## src/rtl/core/three_axis_packet_framer_crc8_unit_defines.svh

```systemverilog
// Assertion macros shared by the three-axis packet framer RTL.
// Depends on nothing; included by files that carry concurrent assertions.
`ifndef THREE_AXIS_PACKET_FRAMER_CRC8_UNIT_DEFINES_SVH
`define THREE_AXIS_PACKET_FRAMER_CRC8_UNIT_DEFINES_SVH

// The consequent must hold in the same cycle as the antecedent.
`define TAPF_ASSERT_SAME(label, clk, rst_n, ante, cons, msg) \
    label: assert property (@(posedge clk) disable iff (!(rst_n)) (ante) |-> (cons)) \
        else $error(msg);

// The consequent must hold in the cycle after the antecedent.
`define TAPF_ASSERT_NEXT(label, clk, rst_n, ante, cons, msg) \
    label: assert property (@(posedge clk) disable iff (!(rst_n)) (ante) |=> (cons)) \
        else $error(msg);

`endif

```

## src/rtl/core/tapf_pkg.sv

```systemverilog
// Package for the three-axis packet framer: request types, frame constants
// and the CRC-8 byte update function. Depends on nothing.
`timescale 1ns / 1ps

package tapf_pkg;

    localparam int PAYLOAD_BYTES = 12;
    localparam int FRAME_BYTES   = PAYLOAD_BYTES + 3;
    localparam int PAYLOAD_BITS  = PAYLOAD_BYTES * 8;

    localparam logic [3:0] POS_SYNC0         = 4'd0;
    localparam logic [3:0] POS_SYNC1         = 4'd1;
    localparam logic [3:0] POS_FIRST_PAYLOAD = 4'd2;
    localparam logic [3:0] POS_LAST_PAYLOAD  = 4'd13;
    localparam logic [3:0] POS_CRC           = 4'd14;

    localparam logic [1:0] CFG_FIRST_SYNC  = 2'd0;
    localparam logic [1:0] CFG_SECOND_SYNC = 2'd1;

    localparam logic [7:0] FIRST_SYNC_RESET  = 8'd170;
    localparam logic [7:0] SECOND_SYNC_RESET = 8'd85;

    localparam logic [22:0] CLAMP_Q16  = 23'd6553600;
    localparam logic [13:0] SCALE      = 14'd10000;
    localparam logic [36:0] ROUND_HALF = 37'd32768;

    localparam logic [7:0] CRC_POLY = 8'h07;
    localparam logic [7:0] CRC_INIT = 8'h00;

    typedef struct packed {
        logic signed [31:0] x_value;
        logic signed [31:0] y_value;
        logic signed [31:0] z_value;
    } t_in_req;

    typedef struct packed {
        logic [7:0] frame_byte;
        logic [3:0] byte_position;
        logic       last_of_frame;
    } t_out_req;

    function automatic logic [7:0] crc8_byte(input logic [7:0] crc, input logic [7:0] data);
        logic [7:0] c;
        c = crc ^ data;
        for (int b = 0; b < 8; b++) begin
            if (c[7]) begin
                c = {c[6:0], 1'b0} ^ CRC_POLY;
            end else begin
                c = {c[6:0], 1'b0};
            end
        end
        return c;
    endfunction

endpackage

```

## src/rtl/core/tapf_axis_encoder.sv

```systemverilog
// Axis encoder: clamps a Q15.16 value to +/-100.0 and scales it by 10000
// with rounding half away from zero. Depends on tapf_pkg.
`timescale 1ns / 1ps

module tapf_axis_encoder
    import tapf_pkg::*;
(
    input  logic signed [31:0] i_value,
    output logic        [31:0] o_word
);

    logic        w_neg;
    logic [32:0] w_ext;
    logic [32:0] w_mag;
    logic [22:0] w_clamped;
    logic [36:0] w_scaled;
    logic [20:0] w_q;
    logic [31:0] w_q_ext;

    assign w_neg     = i_value[31];
    assign w_ext     = {i_value[31], i_value};
    assign w_mag     = w_neg ? (33'd0 - w_ext) : w_ext;
    assign w_clamped = (w_mag > {10'd0, CLAMP_Q16}) ? CLAMP_Q16 : w_mag[22:0];
    assign w_scaled  = ({14'd0, w_clamped} * {23'd0, SCALE}) + ROUND_HALF;
    assign w_q       = w_scaled[36:16];
    assign w_q_ext   = {11'd0, w_q};
    assign o_word    = w_neg ? (32'd0 - w_q_ext) : w_q_ext;

endmodule

```

## src/rtl/core/three_axis_packet_framer_crc8_unit.sv

```systemverilog
// Top level of the three-axis packet framer with CRC-8/SMBUS.
// Depends on tapf_pkg, tapf_axis_encoder and the assertion macro header.
`timescale 1ns / 1ps
`include "three_axis_packet_framer_crc8_unit_defines.svh"

// Each accepted request of three Q15.16 axis values becomes a 15-byte frame
// sent one byte per output request: two sync bytes, the three scaled axis
// integers as little-endian bytes, and a CRC-8/SMBUS over the 12 payload
// bytes. A request is held in the input register, is encoded as it loads
// into the byte serializer, and its first byte appears the cycle after that.
// The serializer emits one byte per cycle while the output is ready; a
// waiting request starts its frame right after the last byte of the one
// before, and one further request can be held in the input register while
// a frame is still going out. The CRC takes in each payload byte as it leaves.
// The sync bytes come from the configuration registers (reset 0xAA, 0x55).

module three_axis_packet_framer_crc8_unit
    import tapf_pkg::*;
(
    input  logic       i_clk,
    input  logic       i_rst_n,
    input  logic       i_cfg_we,
    input  logic [1:0] i_cfg_index,
    input  logic [7:0] i_cfg_data,
    input  logic       i_in_valid,
    output logic       o_in_ready,
    input  t_in_req    i_in_req,
    output logic       o_out_valid,
    input  logic       i_out_ready,
    output t_out_req   o_out_req
);

    logic [7:0] r_sync0;
    logic [7:0] r_sync1;

    logic       r_in_vld;
    t_in_req    r_in;

    logic                    r_busy;
    logic [3:0]              r_pos;
    logic [7:0]              r_crc;
    logic [PAYLOAD_BITS-1:0] r_payload;

    logic                    n_busy;
    logic [3:0]              n_pos;
    logic [7:0]              n_crc;

    logic [31:0] w_x_word;
    logic [31:0] w_y_word;
    logic [31:0] w_z_word;
    logic        w_in_fire;
    logic        w_out_fire;
    logic        w_last;
    logic        w_load;
    logic [3:0]  w_off;
    logic [7:0]  w_byte;

    tapf_axis_encoder u_enc_x (.i_value(r_in.x_value), .o_word(w_x_word));
    tapf_axis_encoder u_enc_y (.i_value(r_in.y_value), .o_word(w_y_word));
    tapf_axis_encoder u_enc_z (.i_value(r_in.z_value), .o_word(w_z_word));

    assign w_last     = (r_pos == POS_CRC);
    assign w_out_fire = r_busy && i_out_ready;
    assign w_load     = r_in_vld && (!r_busy || (w_out_fire && w_last));
    assign o_in_ready = !r_in_vld || w_load;
    assign w_in_fire  = i_in_valid && o_in_ready;

    assign w_off = r_pos - POS_FIRST_PAYLOAD;

    always_comb begin
        case (r_pos)
            POS_SYNC0: w_byte = r_sync0;
            POS_SYNC1: w_byte = r_sync1;
            POS_CRC:   w_byte = r_crc;
            default:   w_byte = r_payload[{w_off, 3'b000} +: 8];
        endcase
    end

    always_comb begin
        n_busy = r_busy;
        n_pos  = r_pos;
        n_crc  = r_crc;
        if (w_load) begin
            n_busy = 1'b1;
            n_pos  = POS_SYNC0;
            n_crc  = CRC_INIT;
        end else if (w_out_fire) begin
            if (w_last) begin
                n_busy = 1'b0;
                n_pos  = POS_SYNC0;
            end else begin
                n_pos = r_pos + 4'd1;
            end
            if (r_pos inside {[POS_FIRST_PAYLOAD:POS_LAST_PAYLOAD]}) begin
                n_crc = crc8_byte(r_crc, w_byte);
            end
        end
    end

    always_ff @(posedge i_clk) begin
        if (!i_rst_n) begin
            r_sync0 <= FIRST_SYNC_RESET;
            r_sync1 <= SECOND_SYNC_RESET;
        end else if (i_cfg_we) begin
            case (i_cfg_index)
                CFG_FIRST_SYNC:  r_sync0 <= i_cfg_data;
                CFG_SECOND_SYNC: r_sync1 <= i_cfg_data;
                default: begin
                end
            endcase
        end
    end

    always_ff @(posedge i_clk) begin
        if (!i_rst_n) begin
            r_in_vld <= 1'b0;
            r_busy   <= 1'b0;
            r_pos    <= POS_SYNC0;
            r_crc    <= CRC_INIT;
        end else begin
            r_in_vld <= w_in_fire || (r_in_vld && !w_load);
            r_busy   <= n_busy;
            r_pos    <= n_pos;
            r_crc    <= n_crc;
        end
    end

    always_ff @(posedge i_clk) begin
        if (w_in_fire) begin
            r_in <= i_in_req;
        end
        if (w_load) begin
            r_payload <= {w_z_word, w_y_word, w_x_word};
        end
    end

    assign o_out_valid             = r_busy;
    assign o_out_req.frame_byte    = w_byte;
    assign o_out_req.byte_position = r_pos;
    assign o_out_req.last_of_frame = w_last;

    `TAPF_ASSERT_NEXT(a_pos_advance, i_clk, i_rst_n, w_out_fire && !w_last, r_pos == $past(r_pos) + 4'd1, "byte position did not advance")
    `TAPF_ASSERT_SAME(a_crc_start, i_clk, i_rst_n, r_busy && (r_pos == POS_FIRST_PAYLOAD), r_crc == CRC_INIT, "CRC not cleared at start of payload")
    `TAPF_ASSERT_NEXT(a_idle_after_last, i_clk, i_rst_n, w_out_fire && w_last && !r_in_vld, !o_out_valid, "output valid after frame end with no pending request")

endmodule
```

## config.mk

```make
export PLATFORM = sky130hd
export DESIGN_NAME = three_axis_packet_framer_crc8_unit
export DESIGN_NICKNAME = d
export VERILOG_FILES = /design/src/rtl/core/tapf_pkg.sv /design/src/rtl/core/tapf_axis_encoder.sv /design/src/rtl/core/three_axis_packet_framer_crc8_unit.sv
export VERILOG_INCLUDE_DIRS = /design/src /design/src/rtl/core
export SDC_FILE = /design/constraint.sdc
export NUM_CORES = 1
export LEC_CHECK = 0
export BUFFER_PORTS_ARGS = -buffer_cell sky130_fd_sc_hd__clkbuf_2
export CAP_MARGIN = 20
export CORE_MARGIN = 2
export CORE_UTILIZATION = 30
export CTS_BUF_LIST = sky130_fd_sc_hd__clkbuf_4 sky130_fd_sc_hd__clkbuf_8
export DETAILED_ROUTE_END_ITERATION = 6
export GPL_TIMING_DRIVEN = 0
export PLACE_DENSITY = 0.48
export SLEW_MARGIN = 10
export SYNTH_ARGS = -nofsm -noshare
export SYNTH_HDL_FRONTEND = slang
export SYNTH_SLANG_ARGS = --single-unit
```

## constraint.sdc

```tcl
create_clock -name i_clk -period 21.4 [get_ports i_clk]
set_clock_uncertainty 0.1 [all_clocks]
set_input_delay 4.28 -clock i_clk [delete_from_list [all_inputs] [get_ports i_clk]]
set_output_delay 4.28 -clock i_clk [all_outputs]
set_load 0.02 [all_outputs]
```

Yosys cells after proc, flatten, opt, wreduce, memory -nomap -nowiden
Cells that the tools add are included.
{"block": "op_classes", "muxes": 43, "eq_ne": 3, "n_mul": 3, "reduce_logical": 21, "div_mod_pow": 0, "magnitude_cmp": 5, "n_shift": 1, "bitwise_logic": 10, "add_sub_neg": 11}
{"operator": "$mux W8", "n": 21}
{"operator": "$add A37 B16 Y37 const B", "n": 3}
{"operator": "$gt A33 B23 Y1 const B", "n": 3}
{"operator": "$mul A23 B10 Y33 const B", "n": 3}
{"operator": "$mux W33", "n": 3}
{"operator": "$sub A1 B32 Y33 const A", "n": 3}
{"operator": "$shiftx A96 B8 Y8", "n": 1}
{"operator": "$mux W23", "n": 3}
{"operator": "$sub A1 B21 Y22 const A", "n": 3}
{"operator": "$mux W21", "n": 3}
{"operator": "$mux W3", "n": 8}
{"operator": "$not A3 Y3", "n": 8}
{"operator": "$pmux W8 S3", "n": 1}
{"operator": "$reduce_and A2 Y1", "n": 4}
{"operator": "$xor A8 B8 Y8", "n": 1}
{"operator": "$logic_and A1 B1 Y1", "n": 6}
{"operator": "$add A4 B1 Y4 const B", "n": 1}
{"operator": "$eq A4 B1 Y1 const B", "n": 1}
{"operator": "$eq A4 B4 Y1 const B", "n": 1}
{"operator": "$ge A4 B2 Y1 const B", "n": 1}
{"operator": "$le A4 B4 Y1 const B", "n": 1}
{"operator": "$logic_not A4 Y1", "n": 1}
{"operator": "$mux W4", "n": 1}
{"operator": "$reduce_bool A2 Y1", "n": 2}
{"operator": "8 further kinds", "n": 14}
{"block": "totals", "rom_bits": 0, "memories": 0, "output_inout_bits": 15, "regBits": 192, "elab_cells": 110, "latch_bits": 0, "mem_bits_rw": 0}

Longest topological paths before layout
Gate-level depths: netlist of run 1.
{"block": "logic_depth", "ltp_word": 41, "depth_mapped": 46, "ltp_nobuf": 40}

Cells and area by module
From an unflattened synthesis of run 1, not the netlist that was laid out.
{"block": "hier_totals", "cells_unflattened": 3266, "hier_area_um2": 29454.5}
{"mod": "three_axis_packet_framer_crc8_unit", "n_inst": 1, "seq_area_each_um2": 6366.1, "area_each_um2": 8450.6, "cells_each": 478}
{"mod": "tapf_axis_encoder (u_enc_z)", "n_inst": 1, "seq_area_each_um2": 0.0, "area_each_um2": 7075.5, "cells_each": 942}
{"mod": "tapf_axis_encoder (u_enc_y)", "n_inst": 1, "seq_area_each_um2": 0.0, "area_each_um2": 7049.3, "cells_each": 923}
{"mod": "tapf_axis_encoder (u_enc_x)", "n_inst": 1, "seq_area_each_um2": 0.0, "area_each_um2": 6879.1, "cells_each": 923}

Least setup slack after synthesis of run 1
Ideal clock, no wire load.
{"block": "synth_timing", "kind": "reg-to-reg", "start": "register r_in[1] (netlist bit)", "end": "register r_payload[85] (netlist name)", "path_buffers": 6, "synth_period_minus_slack_ns": 10.666, "arrival_ns": 10.307, "t_required_ns": 21.041, "setup_slack_ns": 10.734, "path_stages_with_launch": 39, "path_cell_list": "edfxtp_1 -> clkbuf_1 -> inv_1 -> ha_1 -> or4b_4 -> or4b_1 -> buf_2 -> nor3_2 -> o21ai_1 -> a2111oi_4 -> a211o_1 -> clkbuf_1 -> nand2b_1 -> clkbuf_1 -> nor2_1 -> fa_1 -> ha_1 -> inv_1 -> [3 not listed] -> inv_1 -> fa_1 -> inv_1 -> ha_1 -> a21o_1 -> o41ai_1 -> o31ai_1 -> or3_1 -> o211ai_1 -> nor4_2 -> and2_1 -> clkbuf_1 -> and2_1 -> clkbuf_1 -> xnor2_1 -> nand3_2 -> or4_1 -> o31a_1"}
{"block": "synth_between", "elab_chain_len": 7}
{"item": "from (decl)", "line": "three_axis_packet_framer_crc8_unit.sv:37", "source": "t_in_req r_in;"}
{"item": "from (signal assigned)", "line": "three_axis_packet_framer_crc8_unit.sv:130", "source": "r_in <= i_in_req;"}
{"item": "$sub A1 B32 Y33", "line": "tapf_axis_encoder.sv:22", "source": "assign w_mag = w_neg ? (33'd0 - w_ext) : w_ext;"}
{"item": "$mux W33 (*)", "line": "tapf_axis_encoder.sv:22"}
{"item": "$gt A33 B23 Y1", "line": "tapf_axis_encoder.sv:23", "source": "assign w_clamped = (w_mag > {10'd0, CLAMP_Q16}) ? CLAMP_Q16 : w_mag[22:0];"}
{"item": "$mux W23 (*)", "line": "tapf_axis_encoder.sv:23"}
{"item": "$mul A23 B10 Y33 (*)", "line": "tapf_axis_encoder.sv:24", "source": "assign w_scaled = ({14'd0, w_clamped} * {23'd0, SCALE}) + ROUND_HALF;"}
{"item": "$add A37 B16 Y37 (*)", "line": "tapf_axis_encoder.sv:24"}
{"item": "$sub A1 B21 Y22 (*)", "line": "tapf_axis_encoder.sv:27", "source": "assign o_word = w_neg ? (32'd0 - w_q_ext) : w_q_ext;"}
Every way passes the cells marked *; elsewhere a longest branch is shown, timed or not.
A chain may end at the register's enable or synchronous reset.

Worst setup path in the final report of run 1
{"block": "layout_timing", "start": "register r_in[64] (netlist bit)", "end": "register r_payload[21] (netlist name)"}
{"block": "layout_between", "elab_chain_len": 7}
{"item": "$sub A1 B32 Y33", "line": "tapf_axis_encoder.sv:22"}
{"item": "$mux W33 (*)", "line": "tapf_axis_encoder.sv:22"}
{"item": "$gt A33 B23 Y1", "line": "tapf_axis_encoder.sv:23"}
{"item": "$mux W23 (*)", "line": "tapf_axis_encoder.sv:23"}
{"item": "$mul A23 B10 Y33 (*)", "line": "tapf_axis_encoder.sv:24"}
{"item": "$add A37 B16 Y37 (*)", "line": "tapf_axis_encoder.sv:24"}
{"item": "$sub A1 B21 Y22 (*)", "line": "tapf_axis_encoder.sv:27"}
Marked as above.

==> results of run 1 <==
==> cell usage after synthesis, types with 14 or more instances <==
cell	number
inv_1	368
ha_1	291
nor2_1	194
nand2_1	187
edfxtp_1	162
xnor2_1	160
fa_1	152
a21oi_1	132
o21ai_0	129
clkbuf_1	110
xor2_1	96
nor3_1	91
nand3_1	84
or3_1	66
nand4_1	55
a21o_1	48
mux2i_1	42
o31ai_1	41
and3_1	38
nor4_1	37
a31oi_1	34
a211oi_1	30
dfxtp_1	30
nor2b_1	29
or4_1	29
o21bai_1	27
o211ai_1	26
nand2b_1	25
and2_1	19
o21a_1	18
o41ai_1	17
or2_2	16
mux4_2	15
o31a_1	15
a21boi_0	14
==> worst reg2reg max path: cells and delay by family, from the launching register on <==
family                     cells  cell delay [ps]
AOI/OAI and AO/OA             15             4820
and+or+nand+nor                7             2860
adders and majority gates      7             2640
buffers and inverters          7             1470
DFF                            1              530
xor gates and xnor gates       1              170
==> area by class of cell <==
class / instances / area (um^2) / area share [%]
antenna: 2 / 5.00 / 0.0167
buffer: 137 / 543 / 1.81
clock buffer: 17 / 234 / 0.780
clock inverter: 15 / 225 / 0.751
inverter: 369 / 1390 / 4.62
multi-input combinational: 2419 / 19900 / 66.5
sequential: 192 / 5470 / 18.2
tap: 1176 / 1470 / 4.91
timing repair buffer: 131 / 716 / 2.39
==> layout by cell type (no fill, tap or decap), types with 38 or more instances in the layout <==
cell        n
a21oi_1   132
mux2i_1    42
a21o_1     48
xnor2_1   160
fa_1      152
clkbuf_1  110
clkbuf_2  125
xor2_1     96
nand4_1    55
nand3_1    84
nand2_1   187
ha_1      291
o31ai_1    41
nor2_1    194
o21ai_0   129
nor3_1     91
or3_1      66
and3_1     38
edfxtp_1  162
inv_1     368
==> stage by stage <==
stage / setup slack (ps) / hold slack [ps] / total power [W] / instance area, um^2
3_5_place_dp: 8630 / 374 / 0.000631 / 29500
5_1_grt: 7540 / 447 / 0.000964 / 30000
2_1_floorplan: 10730 / 339 / 0.000572 / 27300
4_1_cts: 8610 / 412 / 0.000931 / 30000
3_3_place_gp: 8210 / 367 / 0.000631 / 29400
6_report: 8550 / 403 / 0.000916 / 30000
==> kinds of logic (layout without fill, tap and decap cells) <==
logic type               Yosys count  in the layout
multiplexers                      64             64
AND/OR/NAND/NOR                  959            959
flip-flops                       192            192
buffers and inverters            506            669
adder cells (fa/ha/maj)          443            443
other                              0              2
XOR/XNOR                         260            260
AO/OA/AOI/OAI                    693            693
==> metal layers <==
layer	part of all wire, %	vias to the layer above
met5	0	-
met4	1.2	0
met3	2.9	51
met2	46	403
met1	50	11000
li1	-	11600
==> flip-flops by register name, summed over array words and instances, names as in the netlist <==
register and cells:
r_in 96, r_payload 66, r_crc 8, r_sync0 8, r_sync1 8, r_pos 4
o_out_valid 1, r_in_vld 1
==> path summary, 6_finish.rpt <==
kind / start / to / slack, ps
hold reg to reg: r_sync1[2] / r_sync1[2] / 400
setup reg to reg: r_in[64] / r_payload[21] / 8550
hold / removal: r_sync1[2] / r_sync1[2] / 400
setup / recovery: r_in[64] / r_payload[21] / 8550
==> power breakdown <==
group          switching, W  total [W]  internal [W]
Combinational      0.000108   0.000177     0.0000695
Sequential        0.0000174   0.000446      0.000428
Clock              0.000194   0.000293     0.0000987
==> flow_summary.rst, run 1 <==
.. list-table::
   :header-rows: 1

   * - Metric
     - Value
   * - Outcome
     - finished clean
   * - Combinational family with the most area after synthesis
     - adder cells
   * - Layer carrying the most global-route usage
     - met2
   * - Setup Crit Path Kind
     - flip-flop to flip-flop
   * - Number of global-route vias before repair
     - 22900
   * - Total die area
     - 93400 um^2
   * - Area grow syn2layout
     - 9.79%
   * - Placed Cells
     - 4423
   * - Final-report max-slew violation count
     - 0
   * - Worst path most repeated cell
     - ha_1
   * - Mean instance size in the synthesized netlist
     - 8.76 um^2
   * - Clk slew on worst S/H paths
     - 150 ps
   * - Overall routing resource usage
     - 16.8%
   * - Maximum clock insertion buffer count
     - 2
   * - Achievable frequency
     - 0.0778 GHz
   * - Unique masters post-synth
     - 111
   * - DRC Markers
     - 0
   * - Cell taking the most area after synthesis
     - edfxtp_1
   * - CTS resizes
     - 0
   * - Aggregate routed wire length
     - 77500 um
   * - Total Neg Setup Slack
     - 0 ps
   * - Area of the mapped netlist
     - 27300 um^2
   * - Async set or reset register ratio after synthesis
     - 0%
   * - Drt pass-1 iters
     - 5
   * - Tightest Pin Transition
     - 1090 ps
   * - H-tree depth
     - 4
   * - Leakage power of the design
     - 13.0 nW
   * - GRT met3 Usage
     - 1.62%
   * - Sort of element at the start of the critical path
     - flip-flop
   * - Slowest Stage Delay on Critical Path
     - 820 ps
   * - Global placement routability congestion
     - 0.863
   * - Portion of synthesized cell area occupied by the leading cell type
     - 17.8%
   * - Clock root buffer
     - clkbuf_8
   * - Endpoints failing hold
     - 0
   * - Number of hold buffers added after cts
     - 0
   * - Count of buffers from port buffering
     - 124
   * - Global routing usage on met1
     - 23.7%
   * - WL/cell
     - 17.4 um
   * - CTS Buf Count
     - 17
   * - Final setup viols
     - 0
   * - Required time at the endpoint of the critical path
     - 21630 ps
   * - Cell count after synthesis
     - 3117
   * - Final Util
     - 33.3%
   * - Number of buffers added for setup after CTS
     - 0
   * - Number of vias in the routed layout
     - 23000
   * - Die boundary height
     - 306 um
   * - Overall die width
     - 306 um
   * - Slew headroom
     - 26.3%
   * - Count of filler cells inserted in the layout
     - 9547
   * - Count of flip-flops with a built-in enable after synthesis
     - 162
   * - Register bit count reported by yosys
     - 192
   * - Num rows
     - 110
   * - Simple-gate area share of the yosys netlist
     - 18.8%
   * - Critical path endpoint category
     - flip-flop
   * - Number of primary I/O pins
     - 126
   * - Placeable Area
     - 90100 um^2
   * - Dominant synthesized flop cell
     - edfxtp_1
   * - Overflow left after global routing
     - 0
   * - Unrepaired setup endpoints after global routing
     - no
   * - Cell count of the worst hold path
     - 2
   * - Count of cell instances traversed by the critical path
     - 37
   * - Number of warnings issued by yosys
     - 0
   * - Clock latency on the worst-skew pair
     - 610 ps
   * - Area fraction in compound gates after synthesis
     - 18.1%
   * - Total of max-cap violations
     - 0
   * - Remaining antenna violation count
     - 0
   * - Initial antenna violation count
     - 1
   * - Number of vias per cell after detailed routing
     - 5.16
   * - Initial core utilization
     - 30.3%
   * - TritonCTS clock tree
     - done
   * - Total nets after synthesis
     - 3671
   * - Largest driver fanout on the critical path
     - 10
   * - Synthesized-area fraction occupied by adder cells
     - 24.5%
   * - Synth Area in XOR/XNOR
     - 8.50%
   * - Layout cells sized above 1
     - 8.38%
   * - Tmin final
     - 12850 ps
   * - Slowest cell on the critical path
     - nor4b_1
   * - Critical path buffer and inverter count
     - 7
   * - Path type of the worst min-delay path
     - flip-flop to flip-flop
   * - Count of non-filler cells in the finished layout
     - 4458
   * - HPWL Detailed
     - 63900 um
   * - Clock sinks
     - 192
   * - Power density over the cells
     - 30.5 nW/um^2
   * - Final Cycle Share
     - 60.0%
   * - Maximum number of pins on one net before global-route repair
     - 60
   * - Worst supply voltage drop on vdd
     - 0.0307 mV
   * - Family of cells with the greatest summed delay on the critical path
     - compound AO/OA/AOI/OAI gates
   * - Cell types with the largest area share after synthesis
     - edfxtp_1 (18%), ha_1 (13%), fa_1 (11%)
   * - Starting DRC count in detailed routing
     - 1489
   * - Grt met2 use
     - 27.8%
   * - Layout net count
     - 3821
   * - First-pass GRT wire length
     - 127000 um
   * - Arrival time at the worst endpoint
     - 13070 ps
   * - Depth of the most critical reg-to-reg path
     - 37
   * - Multiplexer share of the synthesized area
     - 3.07%
   * - Sequential-to-total area share from yosys stat
     - 20.0%
No activity file was read; power rests on OpenSTA's default activity.
==> run 2, diff against run 1 <==
Clock period 21.4 ns to 12.4 ns, I/O delays scaled along.
==> run 2 against run 1 <==
Final cell count is 0.18% higher. Cell area increased by 1.0%. Sequential share of layout area shrank 0.18 points. Setup slack got worse by 7900 ps. Highest routed layer unchanged. Maximum frequency increased by 9.6%. Hold slack worse by 1.7 ps. Non-clock buffer count grew 8. Routed wire length grew 0.27%. Critical path depth grew 8. Register-to-register slack worse by 7900 ps. Sequential power rose by 72%.
==> flow_summary.rst, run 2 (same netlist as run 1, synthesis figures left out) <==
.. list-table::
   :header-rows: 1

   * - Metric
     - Value
   * - Overflow left after global routing
     - 0 (unchanged)
   * - Arrival time at the worst endpoint
     - 12000 ps (was 13070 ps)
   * - Die boundary height
     - 306 um (unchanged)
   * - Area grow syn2layout
     - 10.9% (was 9.79%)
   * - Largest driver fanout on the critical path
     - 10 (unchanged)
   * - First-pass GRT wire length
     - 127000 um (about the same)
   * - TritonCTS clock tree
     - done (unchanged)
   * - Leakage power of the design
     - 13.2 nW (was 13.0 nW)
   * - Worst path most repeated cell
     - inv_1 (was ha_1)
   * - Setup Crit Path Kind
     - flip-flop to flip-flop (unchanged)
   * - Required time at the endpoint of the critical path
     - 12680 ps (was 21630 ps)
   * - Achievable frequency
     - 0.0854 GHz (was 0.0778 GHz)
   * - Clk slew on worst S/H paths
     - 170 ps (was 150 ps)
   * - WL/cell
     - 17.4 um (about the same)
   * - Critical path endpoint category
     - flip-flop (unchanged)
   * - Most common library cell in the layout ignoring fill and taps
     - inv_1 (unchanged)
   * - Endpoints failing hold
     - 0 (unchanged)
   * - Power density over the cells
     - 52.4 nW/um^2 (was 30.5 nW/um^2)
   * - Final-report max-slew violation count
     - 0 (unchanged)
   * - Count of filler cells inserted in the layout
     - 9513 (was 9547)
   * - Outcome
     - finished clean (unchanged)
   * - Clock latency on the worst-skew pair
     - 610 ps (about the same)
   * - Top library cells by usage in the layout, fill and taps aside
     - inv_1 (368), ha_1 (291), nand2_1 (187) (was inv_1 (368), ha_1 (291), nor2_1 (194))
   * - Power Total
     - 0.00159 W (was 0.000916 W)
   * - Registers with the highest flip-flop counts
     - r_in: 96 flops, r_payload: 66 flops (unchanged)
   * - Clock root buffer
     - clkbuf_8 (unchanged)
   * - Final Cycle Share
     - 94.5% (was 60.0%)
   * - Path type of the worst min-delay path
     - flip-flop to flip-flop (unchanged)
   * - Tmin final
     - 11720 ps (was 12850 ps)
   * - HPWL Detailed
     - 63900 um (unchanged)
   * - Slowest Stage Delay on Critical Path
     - 550 ps (was 820 ps)
   * - Starting DRC count in detailed routing
     - 1452 (was 1489)
   * - Overall routing resource usage
     - 16.8% (about the same)
   * - Number of hold buffers added after cts
     - 0 (unchanged)
   * - Num rows
     - 110 (unchanged)
   * - Global placement routability congestion
     - 0.863 (unchanged)
   * - Unrepaired setup endpoints after global routing
     - no (unchanged)
   * - Slew headroom
     - 25.2% (was 26.3%)
   * - Biggest register
     - r_in (unchanged)
   * - Final Util
     - 33.6% (was 33.3%)
   * - Tightest Pin Transition
     - 1110 ps (was 1090 ps)
   * - H-tree depth
     - 4 (unchanged)
   * - Overall die width
     - 306 um (unchanged)
   * - Number of primary I/O pins
     - 126 (unchanged)
   * - Layout net count
     - 3829 (was 3821)
   * - Aggregate routed wire length
     - 77700 um (was 77500 um)
   * - Maximum number of pins on one net before global-route repair
     - 60 (unchanged)
   * - Number of global-route vias before repair
     - 22900 (about the same)
   * - Drt pass-1 iters
     - 5 (unchanged)
   * - Placeable Area
     - 90100 um^2 (unchanged)
   * - Max reg flops
     - 96 (unchanged)
   * - Initial antenna violation count
     - 1 (unchanged)
   * - Total of max-cap violations
     - 0 (unchanged)
   * - Count of buffers from port buffering
     - 124 (unchanged)
   * - Total die area
     - 93400 um^2 (unchanged)
   * - Layout cells sized above 1
     - 9.91% (was 8.38%)
   * - Slowest cell on the critical path
     - or4b_4 (was nor4b_1)
   * - Sort of element at the start of the critical path
     - flip-flop (unchanged)
   * - Clock sinks
     - 192 (unchanged)
   * - Initial core utilization
     - 30.3% (unchanged)
   * - Remaining antenna violation count
     - 0 (unchanged)
   * - Number of vias in the routed layout
     - 23100 (was 23000)
   * - DRC Markers
     - 0 (unchanged)
   * - Worst supply voltage drop on vdd
     - 0.0531 mV (was 0.0307 mV)
   * - Number of vias per cell after detailed routing
     - 5.16 (about the same)
   * - Maximum clock insertion buffer count
     - 2 (unchanged)
   * - CTS Buf Count
     - 17 (unchanged)
   * - Final setup viols
     - 0 (unchanged)
==> run 2: timing repair <==
item / in CTS / in global routing
setup endpoints to repair: 8 / 36
pin swaps: 0 / 9
gates resized for setup: 4 / 54
cloned: 0 / 0
endpoints found under the hold margin: 0 / 0
setup buffers: 0 / 11
==> run 2: layer usage <==
metal	track usage (%)	wire length (um)	vias up
li1	-	-	11600
met2	27.9	35900	389
met1	23.7	38800	11000
met4	3.28	973	0
met5	0	0	-
met3	1.62	2090	44
==> run 2: worst max-delay path, delay by kind of cell (launching register included) <==
kind	cells	cell delay [ps]
flip-flops	1	390
adder cells (fa/ha/maj)	9	2890
XOR/XNOR	4	740
AND/OR/NAND/NOR	9	2920
AO/OA/AOI/OAI	8	2370
buffers and inverters	15	2050
==> run 2: cell type report <==
| class | instances | area, um^2 | share of cell area, % |
|---|---|---|---|
| diodes | 2 | 5.00 | 0.0165 |
| plain buffers | 134 | 539 | 1.78 |
| clock buffers | 17 | 234 | 0.773 |
| clock inverters | 15 | 225 | 0.744 |
| inverters | 369 | 1390 | 4.57 |
| multi-input cells | 2419 | 20200 | 66.6 |
| flip-flops and latches | 192 | 5470 | 18.1 |
| well taps | 1176 | 1470 | 4.86 |
| repair buffers | 142 | 798 | 2.64 |
==> run 2: final timing paths <==
kind	cells after the start	slack, ps	start	end
hold reg to reg	2	400	r_sync1[2]	r_sync1[2]
hold / removal	2	400	r_sync1[2]	r_sync1[2]
setup / recovery	45	680	r_in[1]	r_payload[84]
setup reg to reg	45	680	r_in[1]	r_payload[84]
==> run 2: through the flow <==
step	instance area [um^2]	cells	setup WS, ps	setup TNS [ps]	hold slack, ps
detailed placement	29500	4423	-368	-1300	374
floorplan	27300	3117	1730	0	339
finish	30300	4466	684	0	401
CTS	30000	4455	-29.8	-47.9	412
global route	30300	4465	2.58	0	447
global placement	29400	4417	-789	-9420	367
==> run 2: power breakdown <==
part,internal (W),total [W],switching [W]
Sequential,0.000739,0.000769,0.0000301
Clock,0.000170,0.000507,0.000337
Combinational,0.000123,0.000311,0.000189
